$ cat config.mk
export PLATFORM = sky130hd
export DESIGN_NAME = line_polyline_first_hit
export DESIGN_NICKNAME = d
export VERILOG_FILES = /design/src/rtl/lpfh_pkg.sv /design/src/rtl/lpfh_div.sv /design/src/rtl/line_polyline_first_hit.sv
export SDC_FILE = /design/constraint.sdc
export NUM_CORES = 2
export LEC_CHECK = 0
export ABC_AREA = 1
export BUFFER_PORTS_ARGS = -buffer_cell sky130_fd_sc_hd__clkbuf_2
export CAP_MARGIN = 10
export CORE_UTILIZATION = 55
export CTS_CLUSTER_DIAMETER = 80
export DETAILED_ROUTE_END_ITERATION = 10
export PLACE_DENSITY_LB_ADDON = 0.08
export SLEW_MARGIN = 20
export SYNTH_ARGS = -nofsm -noshare
export SYNTH_HDL_FRONTEND = slang
export SYNTH_SLANG_ARGS = --single-unit
$ cat constraint.sdc
create_clock -name i_clk -period 12.2 [get_ports i_clk]
set_input_delay 2.44 -clock i_clk [delete_from_list [all_inputs] [get_ports i_clk]]
set_output_delay 2.44 -clock i_clk [all_outputs]
set_load 0.05 [all_outputs]
$ cat src/rtl/lpfh_pkg.sv
`default_nettype none

package lpfh_pkg;

    // Fixed field widths of the payload
    localparam int COORD_WIDTH     = 24;
    localparam int RATIO_FRAC_BITS = 16;

    // Derived datapath widths
    localparam int DIFF_W  = COORD_WIDTH + 1;
    localparam int MOP_W   = (DIFF_W > RATIO_FRAC_BITS + 2) ? DIFF_W : RATIO_FRAC_BITS + 2;
    localparam int PROD_W  = 2 * MOP_W;
    localparam int ACC_W   = PROD_W + 1;
    localparam int KVAL_W  = RATIO_FRAC_BITS + DIFF_W + 2;
    localparam int RATIO_W = RATIO_FRAC_BITS + 1;
    localparam int DIV_CNT_W = $clog2(RATIO_FRAC_BITS + 1);

    // 0.005 in Q.16 for the cross product, 0.005 in Q.8 for an edge delta
    localparam int DEN_NEAR_ZERO  = 327;
    localparam int EDGE_NEAR_ZERO = 1;
    localparam int RATIO_HALF     = 1 << (RATIO_FRAC_BITS - 1);

    typedef logic signed [COORD_WIDTH-1:0] t_coord;
    typedef logic signed [DIFF_W-1:0]      t_diff;
    typedef logic signed [MOP_W-1:0]       t_mop;
    typedef logic signed [PROD_W-1:0]      t_prod;
    typedef logic signed [ACC_W-1:0]       t_acc;
    typedef logic signed [KVAL_W-1:0]      t_kval;
    typedef logic [RATIO_W-1:0]            t_ratio;
    typedef logic [RATIO_FRAC_BITS-1:0]    t_quot;

    localparam t_ratio RATIO_ONE = RATIO_W'(1) << RATIO_FRAC_BITS;

    typedef struct packed {
        t_coord line_start_x;
        t_coord line_start_y;
        t_coord line_end_x;
        t_coord line_end_y;
        t_coord vertex_x;
        t_coord vertex_y;
        logic   first_vertex;
        logic   last_vertex;
    } t_in;

    typedef struct packed {
        t_coord end_x;
        t_coord end_y;
        t_ratio hit_ratio;
    } t_out;

    typedef enum logic [3:0] {
        ST_IDLE,
        ST_LOAD,
        ST_MUL,
        ST_NORM,
        ST_CHK,
        ST_DIV,
        ST_KMUL,
        ST_KSUM,
        ST_KNORM,
        ST_KCHK,
        ST_PMUL,
        ST_PSUM,
        ST_OUT
    } t_state;

    typedef enum logic [2:0] {
        MS_EYDX,
        MS_DYEX,
        MS_RXEY,
        MS_EXRY,
        MS_LAST
    } t_mstep;

endpackage

`default_nettype wire

$ cat src/rtl/lpfh_div.sv
`default_nettype none

// Restoring divider, one quotient bit per cycle; needs 0 < num < den.
module lpfh_div (
    input  logic           i_clk,
    input  logic           i_rst_n,
    input  logic           i_start,
    input  lpfh_pkg::t_acc i_num,
    input  lpfh_pkg::t_acc i_den,
    output logic           o_done,
    output lpfh_pkg::t_quot o_quot
);
    import lpfh_pkg::*;

    logic                 r_busy;
    logic [DIV_CNT_W-1:0] r_cnt;
    logic [ACC_W-1:0]     r_rem;
    logic [ACC_W-1:0]     r_den;
    t_quot                r_q;
    logic [ACC_W-1:0]     w_sh;
    logic                 w_ge;

    assign w_sh   = {r_rem[ACC_W-2:0], 1'b0};
    assign w_ge   = (w_sh >= r_den);
    assign o_done = r_busy && (r_cnt == '0);
    assign o_quot = r_q;

    always_ff @(posedge i_clk) begin
        if (!i_rst_n) begin
            r_busy <= 1'b0;
            r_cnt  <= '0;
        end else if (i_start) begin
            r_busy <= 1'b1;
            r_cnt  <= DIV_CNT_W'(RATIO_FRAC_BITS);
        end else if (r_busy) begin
            if (r_cnt != '0) begin
                r_cnt <= r_cnt - 1'b1;
            end else begin
                r_busy <= 1'b0;
            end
        end
    end

    always_ff @(posedge i_clk) begin
        if (i_start) begin
            r_rem <= $unsigned(i_num);
            r_den <= $unsigned(i_den);
        end else if (r_busy && (r_cnt != '0)) begin
            r_rem <= w_ge ? (w_sh - r_den) : w_sh;
            r_q   <= {r_q[RATIO_FRAC_BITS-2:0], w_ge};
        end
    end

endmodule

`default_nettype wire

$ cat src/rtl/line_polyline_first_hit.sv
`default_nettype none

// Nearest crossing of a line with a closed polyline.
// Input channel (i_in_valid / o_in_ready / i_in_data): one polyline vertex per
// transaction. The vertex flagged first also carries the line end points and
// opens a new polyline. Output channel (o_out_valid / i_out_ready / o_out_data):
// one transaction per vertex flagged last, giving the nearest hit point and its
// fraction along the line in Q1.16 (one, with the line end, when nothing hit).
// Flow: a first vertex alone only loads the line and the vertex. Every other
// vertex tests one edge, the last vertex also the closing edge unless it already
// closes the polyline. An edge is rejected early when parallel or out of range,
// else it goes through the divider, which produces one quotient bit per cycle
// and sets the pace; one shared multiplier serves all products. A last vertex
// then places the result point on both axes before it is offered on the output.
// o_in_ready is high only while the sequencer is idle; one vertex is in work at
// a time. The result sits in an output register, so the next vertex is taken
// while it waits; if the receiver stalls, a following result is held back
// until the register is free. Synchronous reset clears the held line, vertices
// and best fraction to the power-on values and drops any pending result.
module line_polyline_first_hit (
    input  logic           i_clk,
    input  logic           i_rst_n,
    input  logic           i_in_valid,
    output logic           o_in_ready,
    input  lpfh_pkg::t_in  i_in_data,
    output logic           o_out_valid,
    input  logic           i_out_ready,
    output lpfh_pkg::t_out o_out_data
);
    import lpfh_pkg::*;

    // sequencer
    t_state r_state, n_state;
    t_mstep r_mstep;
    logic   r_closing;   // working on the closing edge
    logic   r_side;      // placing y (else x)

    // held polyline state
    t_coord r_sx, r_sy, r_lex, r_ley;
    t_coord r_first_vx, r_first_vy, r_prev_vx, r_prev_vy;
    t_ratio r_best;

    // current vertex transaction
    t_coord r_vx, r_vy;
    logic   r_last;

    // edge datapath
    t_diff  r_dx, r_dy, r_ex, r_ey, r_rx, r_ry, r_kd;
    t_prod  r_prod;
    t_acc   r_den, r_num;
    t_quot  r_t;
    t_kval  r_kn;
    t_coord r_px, r_py;

    // output register
    logic   r_out_valid;
    t_out   r_out;

    logic   w_acc;
    t_coord w_ax, w_ay, w_bx, w_by;
    t_diff  w_ldx, w_ldy;
    t_mop   w_ma, w_mb;
    t_prod  w_prod;
    logic   w_use_x;
    logic   w_can_hit;
    logic   w_k_hit;
    logic   w_edge_end;
    logic   w_need_close;
    logic   w_out_free;
    logic   w_div_start;
    logic   w_div_done;
    t_quot  w_div_quot;
    t_kval  w_pv;
    t_coord w_place;

    assign w_acc       = i_in_valid && o_in_ready;
    assign o_in_ready  = (r_state == ST_IDLE);
    assign o_out_valid = r_out_valid;
    assign o_out_data  = r_out;
    assign w_out_free  = !r_out_valid || i_out_ready;

    // edge end points: previous -> current, or current -> first when closing
    assign w_ax = r_closing ? r_vx : r_prev_vx;
    assign w_ay = r_closing ? r_vy : r_prev_vy;
    assign w_bx = r_closing ? r_first_vx : r_vx;
    assign w_by = r_closing ? r_first_vy : r_vy;

    assign w_ldx = t_diff'(r_lex) - t_diff'(r_sx);
    assign w_ldy = t_diff'(r_ley) - t_diff'(r_sy);

    // nearly horizontal edge: solve k along x
    assign w_use_x = (r_ey >= -t_diff'(EDGE_NEAR_ZERO)) && (r_ey <= t_diff'(EDGE_NEAR_ZERO));

    // after sign folding: not parallel and 0 < num < den
    assign w_can_hit = (r_den > t_acc'(DEN_NEAR_ZERO)) && (r_num > t_acc'(0))
                       && (r_num < r_den);

    // 0 <= k < 1 without dividing; zero divisor is a miss
    assign w_k_hit = (r_kd != t_diff'(0)) && (r_kn >= t_kval'(0))
                     && (r_kn < (t_kval'(r_kd) <<< RATIO_FRAC_BITS));

    assign w_edge_end   = ((r_state == ST_CHK) && !w_can_hit) || (r_state == ST_KCHK);
    assign w_need_close = !r_closing && r_last
                          && !((r_vx == r_first_vx) && (r_vy == r_first_vy));
    assign w_div_start  = (r_state == ST_CHK) && w_can_hit;

    // result point: start + round(d * best / 2^F), halves up
    assign w_pv    = t_kval'(r_prod) + t_kval'(RATIO_HALF);
    assign w_place = t_coord'(t_kval'(r_side ? r_sy : r_sx) + (w_pv >>> RATIO_FRAC_BITS));

    // shared multiplier, product registered in r_prod
    always_comb begin
        w_ma = '0;
        w_mb = '0;
        unique case (r_state)
            ST_MUL: begin
                case (r_mstep)
                    MS_EYDX: begin
                        w_ma = t_mop'(r_ey);
                        w_mb = t_mop'(r_dx);
                    end
                    MS_DYEX: begin
                        w_ma = t_mop'(r_dy);
                        w_mb = t_mop'(r_ex);
                    end
                    MS_RXEY: begin
                        w_ma = t_mop'(r_rx);
                        w_mb = t_mop'(r_ey);
                    end
                    MS_EXRY: begin
                        w_ma = t_mop'(r_ex);
                        w_mb = t_mop'(r_ry);
                    end
                    default: ;
                endcase
            end
            ST_KMUL: begin
                w_ma = t_mop'($signed({1'b0, r_t}));
                w_mb = w_use_x ? t_mop'(r_dx) : t_mop'(r_dy);
            end
            ST_PMUL: begin
                w_ma = t_mop'($signed({1'b0, r_best}));
                w_mb = r_side ? t_mop'(w_ldy) : t_mop'(w_ldx);
            end
            default: ;
        endcase
    end

    assign w_prod = w_ma * w_mb;

    lpfh_div u_div (
        .i_clk   (i_clk),
        .i_rst_n (i_rst_n),
        .i_start (w_div_start),
        .i_num   (r_num),
        .i_den   (r_den),
        .o_done  (w_div_done),
        .o_quot  (w_div_quot)
    );

    // next state
    always_comb begin
        n_state = r_state;
        unique case (r_state)
            ST_IDLE: begin
                if (w_acc) begin
                    if (!i_in_data.first_vertex) begin
                        n_state = ST_LOAD;
                    end else if (i_in_data.last_vertex) begin
                        n_state = ST_PMUL;
                    end
                end
            end
            ST_LOAD:  n_state = ST_MUL;
            ST_MUL: begin
                if (r_mstep == MS_LAST) begin
                    n_state = ST_NORM;
                end
            end
            ST_NORM:  n_state = ST_CHK;
            ST_CHK: begin
                if (w_can_hit) begin
                    n_state = ST_DIV;
                end
            end
            ST_DIV: begin
                if (w_div_done) begin
                    n_state = ST_KMUL;
                end
            end
            ST_KMUL:  n_state = ST_KSUM;
            ST_KSUM:  n_state = ST_KNORM;
            ST_KNORM: n_state = ST_KCHK;
            ST_KCHK:  n_state = ST_KCHK;
            ST_PMUL:  n_state = ST_PSUM;
            ST_PSUM:  n_state = r_side ? ST_OUT : ST_PMUL;
            ST_OUT: begin
                if (w_out_free) begin
                    n_state = ST_IDLE;
                end
            end
            default:  n_state = ST_IDLE;
        endcase
        if (w_edge_end) begin
            if (w_need_close) begin
                n_state = ST_LOAD;
            end else begin
                n_state = r_last ? ST_PMUL : ST_IDLE;
            end
        end
    end

    always_ff @(posedge i_clk) begin
        if (!i_rst_n) begin
            r_state <= ST_IDLE;
        end else begin
            r_state <= n_state;
        end
    end

    // control and held state
    always_ff @(posedge i_clk) begin
        if (!i_rst_n) begin
            r_mstep     <= MS_EYDX;
            r_closing   <= 1'b0;
            r_side      <= 1'b0;
            r_sx        <= '0;
            r_sy        <= '0;
            r_lex       <= '0;
            r_ley       <= '0;
            r_first_vx  <= '0;
            r_first_vy  <= '0;
            r_prev_vx   <= '0;
            r_prev_vy   <= '0;
            r_best      <= RATIO_ONE;
            r_out_valid <= 1'b0;
        end else begin
            unique case (r_state)
                ST_IDLE: begin
                    r_closing <= 1'b0;
                    r_side    <= 1'b0;
                    if (w_acc && i_in_data.first_vertex) begin
                        r_sx       <= i_in_data.line_start_x;
                        r_sy       <= i_in_data.line_start_y;
                        r_lex      <= i_in_data.line_end_x;
                        r_ley      <= i_in_data.line_end_y;
                        r_first_vx <= i_in_data.vertex_x;
                        r_first_vy <= i_in_data.vertex_y;
                        r_prev_vx  <= i_in_data.vertex_x;
                        r_prev_vy  <= i_in_data.vertex_y;
                        r_best     <= RATIO_ONE;
                    end
                end
                ST_LOAD: r_mstep <= MS_EYDX;
                ST_MUL: begin
                    unique case (r_mstep)
                        MS_EYDX: r_mstep <= MS_DYEX;
                        MS_DYEX: r_mstep <= MS_RXEY;
                        MS_RXEY: r_mstep <= MS_EXRY;
                        MS_EXRY: r_mstep <= MS_LAST;
                        MS_LAST: r_mstep <= MS_LAST;
                        default: r_mstep <= MS_EYDX;
                    endcase
                end
                ST_KCHK: begin
                    if (w_k_hit && (t_ratio'(r_t) < r_best)) begin
                        r_best <= t_ratio'(r_t);
                    end
                end
                ST_PSUM: r_side <= 1'b1;
                ST_OUT: begin
                    if (w_out_free) begin
                        r_best <= RATIO_ONE;
                    end
                end
                default: ;
            endcase
            if (w_edge_end) begin
                if (w_need_close) begin
                    r_closing <= 1'b1;
                end else begin
                    r_prev_vx <= r_vx;
                    r_prev_vy <= r_vy;
                end
            end
            // result register: loaded by the sequencer, emptied by the receiver
            if ((r_state == ST_OUT) && w_out_free) begin
                r_out_valid <= 1'b1;
            end else if (i_out_ready) begin
                r_out_valid <= 1'b0;
            end
        end
    end

    // edge datapath
    always_ff @(posedge i_clk) begin
        unique case (r_state)
            ST_IDLE: begin
                if (w_acc) begin
                    r_vx   <= i_in_data.vertex_x;
                    r_vy   <= i_in_data.vertex_y;
                    r_last <= i_in_data.last_vertex;
                end
            end
            ST_LOAD: begin
                r_ex <= t_diff'(w_bx) - t_diff'(w_ax);
                r_ey <= t_diff'(w_by) - t_diff'(w_ay);
                r_rx <= t_diff'(w_ax) - t_diff'(r_sx);
                r_ry <= t_diff'(w_ay) - t_diff'(r_sy);
                r_dx <= w_ldx;
                r_dy <= w_ldy;
            end
            ST_MUL: begin
                // den = ey*dx - dy*ex, num = rx*ey - ex*ry, one product behind
                if (r_mstep != MS_LAST) begin
                    r_prod <= w_prod;
                end
                case (r_mstep)
                    MS_DYEX: r_den <= t_acc'(r_prod);
                    MS_RXEY: r_den <= r_den - t_acc'(r_prod);
                    MS_EXRY: r_num <= t_acc'(r_prod);
                    MS_LAST: r_num <= r_num - t_acc'(r_prod);
                    default: ;
                endcase
            end
            ST_NORM: begin
                if (r_den < t_acc'(0)) begin
                    r_den <= -r_den;
                    r_num <= -r_num;
                end
            end
            ST_DIV: begin
                if (w_div_done) begin
                    r_t <= w_div_quot;
                end
            end
            ST_KMUL: begin
                r_prod <= w_prod;
                r_kd   <= w_use_x ? r_ex : r_ey;
                r_kn   <= -(t_kval'(w_use_x ? r_rx : r_ry) <<< RATIO_FRAC_BITS);
            end
            ST_KSUM: r_kn <= r_kn + t_kval'(r_prod);
            ST_KNORM: begin
                if (r_kd < t_diff'(0)) begin
                    r_kd <= -r_kd;
                    r_kn <= -r_kn;
                end
            end
            ST_PMUL: r_prod <= w_prod;
            ST_PSUM: begin
                if (r_side) begin
                    r_py <= w_place;
                end else begin
                    r_px <= w_place;
                end
            end
            ST_OUT: begin
                if (w_out_free) begin
                    r_out.end_x     <= r_px;
                    r_out.end_y     <= r_py;
                    r_out.hit_ratio <= r_best;
                end
            end
            default: ;
        endcase
    end

endmodule

`default_nettype wire

-- Yosys cells after proc, flatten, opt, wreduce, memory -nomap -nowiden
Index checks and enable logic that the tools add are counted.
- memory bits (writable): 0
- output and inout port bits: 67
- bits of input ports: 150
- memories: 0
- bits in latches: 0
- flip-flop bits (word level): 890
- bits in read-only memories: 0
- word-level logic and storage cells: 230
- bitwise operators: 3
- reduce and logical (&&, ||, !) cells: 58
- multipliers: 1
- multiplexer cells: 66
- order comparisons: 11
- add/sub/neg operators: 18
- equality and inequality tests: 33
- div/mod/pow operators: 0
- shifts and indexed selects: 0
- operator list (cell ; number):
    $pmux 51 s2 ; 4
    $mux 24 ; 13
    $mux 50 ; 4
    $pmux 25 s4 ; 2
    $pmux 25 s3 ; 2
    $sub 24x24->25 ; 6
    $pmux 43 s3 ; 1
    $mux 51 ; 2
    $neg 51->51 ; 2
    $sub 51x50->51 ; 2
    $mux 25 ; 4
    $pmux 50 s2 ; 1
    $neg 43->43 ; 2
    $ge 51x51->1 ; 1
    $gt 51x1->1 const B ; 1
    $gt 51x10->1 const B ; 1
    $lt 51x1->1 const B ; 1
    $lt 51x51->1 ; 1
    $mux 17 ; 3
    $pmux 17 s3 ; 1
    $mul 25x25->50 ; 1
    $pmux 25 s2 ; 1
    $sub 50x50->50 ; 1
    $eq 24x24->1 ; 2
    other kinds (50) ; 131

-- Longest topological paths before layout
- word-level depth: 8
- depth in mapped cells: 43
- mapped depth without buffers: 42

-- Hierarchy
A second synthesis with hierarchy kept.
- cells, all modules: 12804
- area, all modules: 93478.4 um2
- by module, submodules not included (module ; seq. area each (um2) ; cells an instance ; instances ; area each (um2)):
    line_polyline_first_hit ; 20840.0 ; 11305 ; 1 ; 83538.9
    lpfh_div ; 3633.5 ; 1499 ; 1 ; 9939.5

-- Worst setup path before layout
No wires, ideal clock.
- path type: register -> register
- start: reg r_sy[0]
- end: reg r_prod[44], data pin
- setup slack: 4.281 ns
- stages on the path, launching flop included: 33
- buffers on the path: 1
- library setup time: 0.258 ns
- data required time: 11.942 ns
- data arrival time: 7.661 ns
- period minus slack after synthesis: 7.919 ns
- cells stage by stage: dfxtp_1 ha_1 fa_1 o21ai_2 a21oi_1 or2_2 nand2_1 nor2_1 o221ai_2 buf_2 nand2_1 fa_1 inv_1 fa_1 inv_1 fa_1 inv_1 fa_1 fa_1 fa_1 inv_1 fa_1 inv_1 ha_1 nand2_1 nor2_1 inv_1 nor4_1 nand3_1 nand3_1 a21o_1 a21oi_1 xnor2_1
- longest elaborated chain between the ends: 6
- RTL lines (item ; RTL line ; source):
    start, declared ; line_polyline_first_hit.sv:39 ; t_coord r_sx, r_sy, r_lex, r_ley;
    start signal, assigned ; line_polyline_first_hit.sv:244 ; r_sy <= i_in_data.line_start_y;
    $sub 24x24->25 * ; line_polyline_first_hit.sv:89 ; assign w_ldy = t_diff'(r_ley) - t_diff'(r_sy);
    net w_ldy[8] ; line_polyline_first_hit.sv:61 ; t_diff w_ldx, w_ldy;
    $mux 25 * ; line_polyline_first_hit.sv:143 ; w_mb = r_side ? t_mop'(w_ldy) : t_mop'(w_ldx);
    $pmux 25 s3 * ; line_polyline_first_hit.sv:115 ; unique case (r_state)
    $mul 25x25->50 * ; line_polyline_first_hit.sv:149 ; assign w_prod = w_ma * w_mb;
    net w_prod[44] ; line_polyline_first_hit.sv:63 ; t_prod w_prod;
    $mux 50 ; line_polyline_first_hit.sv:315 ; if (r_mstep != MS_LAST) begin
    $pmux 50 s2 * ; line_polyline_first_hit.sv:297 ; unique case (r_state)
    end signal, assigned ; line_polyline_first_hit.sv:316 ; r_prod <= w_prod;
    end signal, assigned ; line_polyline_first_hit.sv:338 ; r_prod <= w_prod;
    end signal, assigned ; line_polyline_first_hit.sv:349 ; ST_PMUL: r_prod <= w_prod;
    end, declared ; line_polyline_first_hit.sv:49 ; t_prod r_prod;
Mark *: on every way through the listed nets, which the timed path passes. The rest lies on a longest branch. The select of a mux whose other input is x is not followed.
A chain may end at the register's enable or synchronous reset.

-- Worst setup path after layout
- start: reg r_ey[0]
- end: reg r_prod[45], data pin
- longest elaborated chain between the ends: 7
- elaborated cells on any way between the ends: 11
- those cells by class: mul (1); order compare (2); mux (7); reduce/logical (1)
- RTL lines (item ; RTL line ; source):
    start, declared ; line_polyline_first_hit.sv:48 ; t_diff r_dx, r_dy, r_ex, r_ey, r_rx, r_ry, r_kd;
    start signal, assigned ; line_polyline_first_hit.sv:307 ; r_ey <= t_diff'(w_by) - t_diff'(w_ay);
    $ge 25x1->1 / $le 25x2->1 (equally long branches) ; line_polyline_first_hit.sv:92 ; assign w_use_x = (r_ey >= -t_diff'(EDGE_NEAR_ZERO)) && (r_ey <= t_diff'(EDGE_NEAR_ZERO));
    $logic_and 1x1->1 ; line_polyline_first_hit.sv:92 ;
    $mux 25 ; line_polyline_first_hit.sv:139 ; w_mb = w_use_x ? t_mop'(r_dx) : t_mop'(r_dy);
    $pmux 25 s3 ; line_polyline_first_hit.sv:115 ;
    $mul 25x25->50 * ; line_polyline_first_hit.sv:149 ;
    net w_prod[45] ; line_polyline_first_hit.sv:63 ;
    $mux 50 ; line_polyline_first_hit.sv:315 ;
    $pmux 50 s2 * ; line_polyline_first_hit.sv:297 ;
Marks and branches as above.

==> results.py <==
metrics = {
    "sta": {
        "rsz0062_at_grt": "no",
        "finalSetupViolations": 0,
        "finalMaxSlewViolations": 0,
        "period_share_pct": 86.19,
        "min_period_ns": 10.52,
        "fin_tns_setup_ns": 0,
        "clock.fmax_mhz": 95.10,
        "worst_pin_slew_ns": 1.270,
        "final_hold_viol_count": 0,
        "skew_ns": 0.1020,
        "maxSlewHeadroom_pct": 14.44,
    },
    "cells_and_area": {
        "final_layout_size_suffix_gt1_share_pct": 5.514,
        "nets": 13570,
        "synthToLayoutAreaGrowth_pct": 7.899,
        "fill_cells": 14800,
        "layout_common_cells": "2634 x nand2_1, 2034 x inv_1, 1118 x nor2_1, 939 x o21ai_0, 926 x a21oi_1",
        "layout_commonest_cell": "nand2_1",
    },
    "global_route": {
        "grt_pass1_wl_um": 557500,
        "antenna_found_initial": 18,
        "grt_pass1_vias": 87280,
        "grt_start_max_net_pins": 124,
        "overflow": 0,
        "grt_usage_pct": 44.96,
    },
    "yosys": {
        "yosys_warnings": 0,
        "async_flop_share_pct": 0,
        "synth_edf_count": 665,
        "syn_area_um2": 90320,
        "synthFlopType": "edfxtp_1",
        "synth_nets": 13450,
        "yosys.cell_types.count": 70,
        "synth-seq-cells": 890,
        "synth.avg_cell_area_um2": 7.507,
        "ys_seq_area_share_pct": 27.10,
        "syn_inst": 12030,
    },
    "clock_tree": {
        "htreeDepth": 3,
        "insertion_delay_ns": 0.81,
        "cts-hold-fix-buffers": 0,
        "clock-sinks": 890,
        "cts.clk_slew.worst_paths_ns": 0.06,
        "post-cts-setup-buffer-count": 0,
        "ctsResizeCount": 0,
        "cts_tree": "built",
        "max-clock-path-buffers": 3,
        "cts_buffers": 103,
        "cts-root-buf": "clkbuf_16",
    },
    "floorplan": {
        "die_area_um2": 165800,
        "initial_core_util_pct": 55.42,
        "row_count": 148,
        "die_x_um": 407.2,
        "core_um2": 163000,
        "io_pins": 217,
        "die_h_um": 407.2,
    },
    "worst_setup_path": {
        "cp.arrival_ns": 11.01,
        "end_kind": "flop",
        "path_max_fanout": 42,
        "slowest_stage": "nor2_1",
        "path_class": "flop to flop",
        "r2r_slack_ns": 1.68,
        "crit_required_ns": 12.70,
        "slowest_delay_ns": 0.64,
        "reg2regPathDepth": 37,
        "r2r_end": "r_prod[45]",
        "startpoint_type": "flop",
        "timing.rr.start": "r_ey[0]",
        "crit_top_cell": "nand2_1",
    },
    "power": {
        "leakagePower_nw": 46.00,
        "p_sw_share_pct": 55.44,
        "seq_power_share_pct": 22.1,
        "clock_power_share_pct": 13.5,
        "power.density_nw_per_um2": 252.6,
        "ir_drop_v": 0.0001723,
        "power_mw": 24.62,
        "p_int_mw": 10.97,
        "power_frac_comb_pct": 64.4,
        "switchingPower_mw": 13.65,
    },
    "route": {
        "wirelength_um": 380100,
        "drcViolationCount": 0,
        "vias": 88730,
        "dr.pass1.iters": 9,
        "drt_iter0_markers": 11350,
        "vias_per_cell": 6.152,
        "drt-wirelength-per-cell_um": 26.35,
        "ant_nets": 0,
    },
    "min_path": {
        "hold_path_class": "flop to flop",
        "hold_path_depth": 0,
        "worstHoldStart": "r_py[7]",
        "hold_path_end": "o_out_data[24]",
    },
    "flow_run": {
        "cap_violations": 0,
    },
    "outcome": {
        "status": "finished, final reports clean",
    },
    "place": {
        "globalplace.congestion": 1.121,
        "port_buffers": 216,
        "hpwl_um": 306600,
    },
}
==> per-layer routing <==
layer,up-vias,share of wire [%],track usage [%]
met5,-,0.031,0
li1,39380,-,-
met3,1367,11,9.431
met4,16,8.1,30.74
met2,5762,44,70.83
met1,42210,37,55.40
==> Yosys cell counts (all sizes together), types with 13 or more instances <==
cell type / n / area, um^2
buf: 162 / 892.1
nor3: 135 / 690.7
edfxtp: 665 / 19970
xor2: 260 / 2277
o21a: 25 / 187.7
clkbuf: 176 / 660.6
nand3b: 17 / 127.6
a21boi: 18 / 135.1
o22ai: 73 / 456.7
nor2: 1154 / 4417
a21oi: 929 / 4653
o21ai: 965 / 4841
a31oi: 76 / 475.5
nand4: 101 / 631.9
nor4: 78 / 503.0
nand3: 546 / 2753
fa: 669 / 13390
xnor2: 112 / 980.9
o211ai: 64 / 490.5
a21o: 69 / 518.0
o31ai: 13 / 97.59
ha: 601 / 7520
dfxtp: 225 / 4504
o21bai: 62 / 469.2
nand2: 2646 / 9955
a221oi: 22 / 192.7
inv: 2061 / 7736
or2: 38 / 237.7
==> final cells by class <==
class	count	area [um^2]	share of cell area (%)
multi-input cells	8736	56770	58.26
flip-flops and latches	890	24480	25.12
inverters	2067	7765	7.968
clock buffers	131	2838	2.912
well taps	2175	2721	2.793
repair buffers	356	2135	2.190
clock inverters	62	725.7	0.7447
diodes	7	17.52	0.01797
==> worst max-delay path, delay by kind of cell, from the launching register on <==
family | cells | cell delay, ns
adders and majority gates | 8 | 3.88
and+or+nand+nor | 16 | 2.55
buffers and inverters | 8 | 1.97
AOI/OAI and AO/OA | 4 | 1.07
DFF | 1 | 0.52
xor gates and xnor gates | 1 | 0.13
==> stage by stage <==
| stage | hold slack (ns) | setup WS [ns] | area, um^2 | std cells | util (%) |
|---|---|---|---|---|---|
| finish | 0.4110 | 1.684 | 97450 | 14420 | 59.80 |
| CTS | 0.4192 | 1.870 | 97420 | 14420 | 59.78 |
| floorplan | 0.4003 | 4.281 | 90320 | 12030 | - |
| global route | 0.4103 | 1.428 | 97430 | 14420 | 59.79 |
| global placement | 0.4011 | 2.140 | 93860 | 14220 | 57.60 |
| detailed placement | 0.4054 | 1.922 | 93860 | 14220 | 57.60 |
==> power by group through the flow <==
stage / Clock, mW / Sequential [mW] / Combinational [mW]
floorplan: 0 / 5.03 / 9.81
global placement: 0 / 5.42 / 15.0
detailed placement: 0 / 5.43 / 15.2
CTS: 3.31 / 5.38 / 15.3
global route: 3.42 / 5.45 / 16.9
finish: 3.32 / 5.45 / 15.8
==> state kept, by name, summed over array words and instances, names as in the netlist, 43 cells and up <==
signal	cells
r_kn	43
r_prod	50
u_div.r_den	51
r_num	51
r_den	51
o_out_data	65
u_div.r_rem	50
==> worst max-delay path by stage <==
stage | start | to | slack [ns] | depth (start not counted)
2_1_floorplan | r_sy[0] | r_prod[44] | 4.28 | 32
3_3_place_gp | r_ey[0] | r_prod[45] | 2.14 | 37
3_5_place_dp | r_ey[18] | r_prod[45] | 1.92 | 38
4_1_cts | r_ey[1] | r_prod[45] | 1.87 | 36
5_1_grt | r_ey[3] | r_prod[45] | 1.43 | 37
6_report | r_ey[0] | r_prod[45] | 1.68 | 37
==> cells by family (layout without fill, tap and decap cells) <==
logic type / count (synthesis) / in the layout / synth area share [%]
compound gates: 2359 / 2359 / 14.29
xor+xnor: 372 / 372 / 3.607
fa+ha+maj: 1270 / 1270 / 23.15
buf+inv: 2405 / 2616 / 10.31
flops: 890 / 890 / 27.10
mux: 2 / 2 / 0.02217
other cells: 0 / 7 / 0
simple gates: 4733 / 4733 / 21.52
Power figures use the tool's default switching activity.
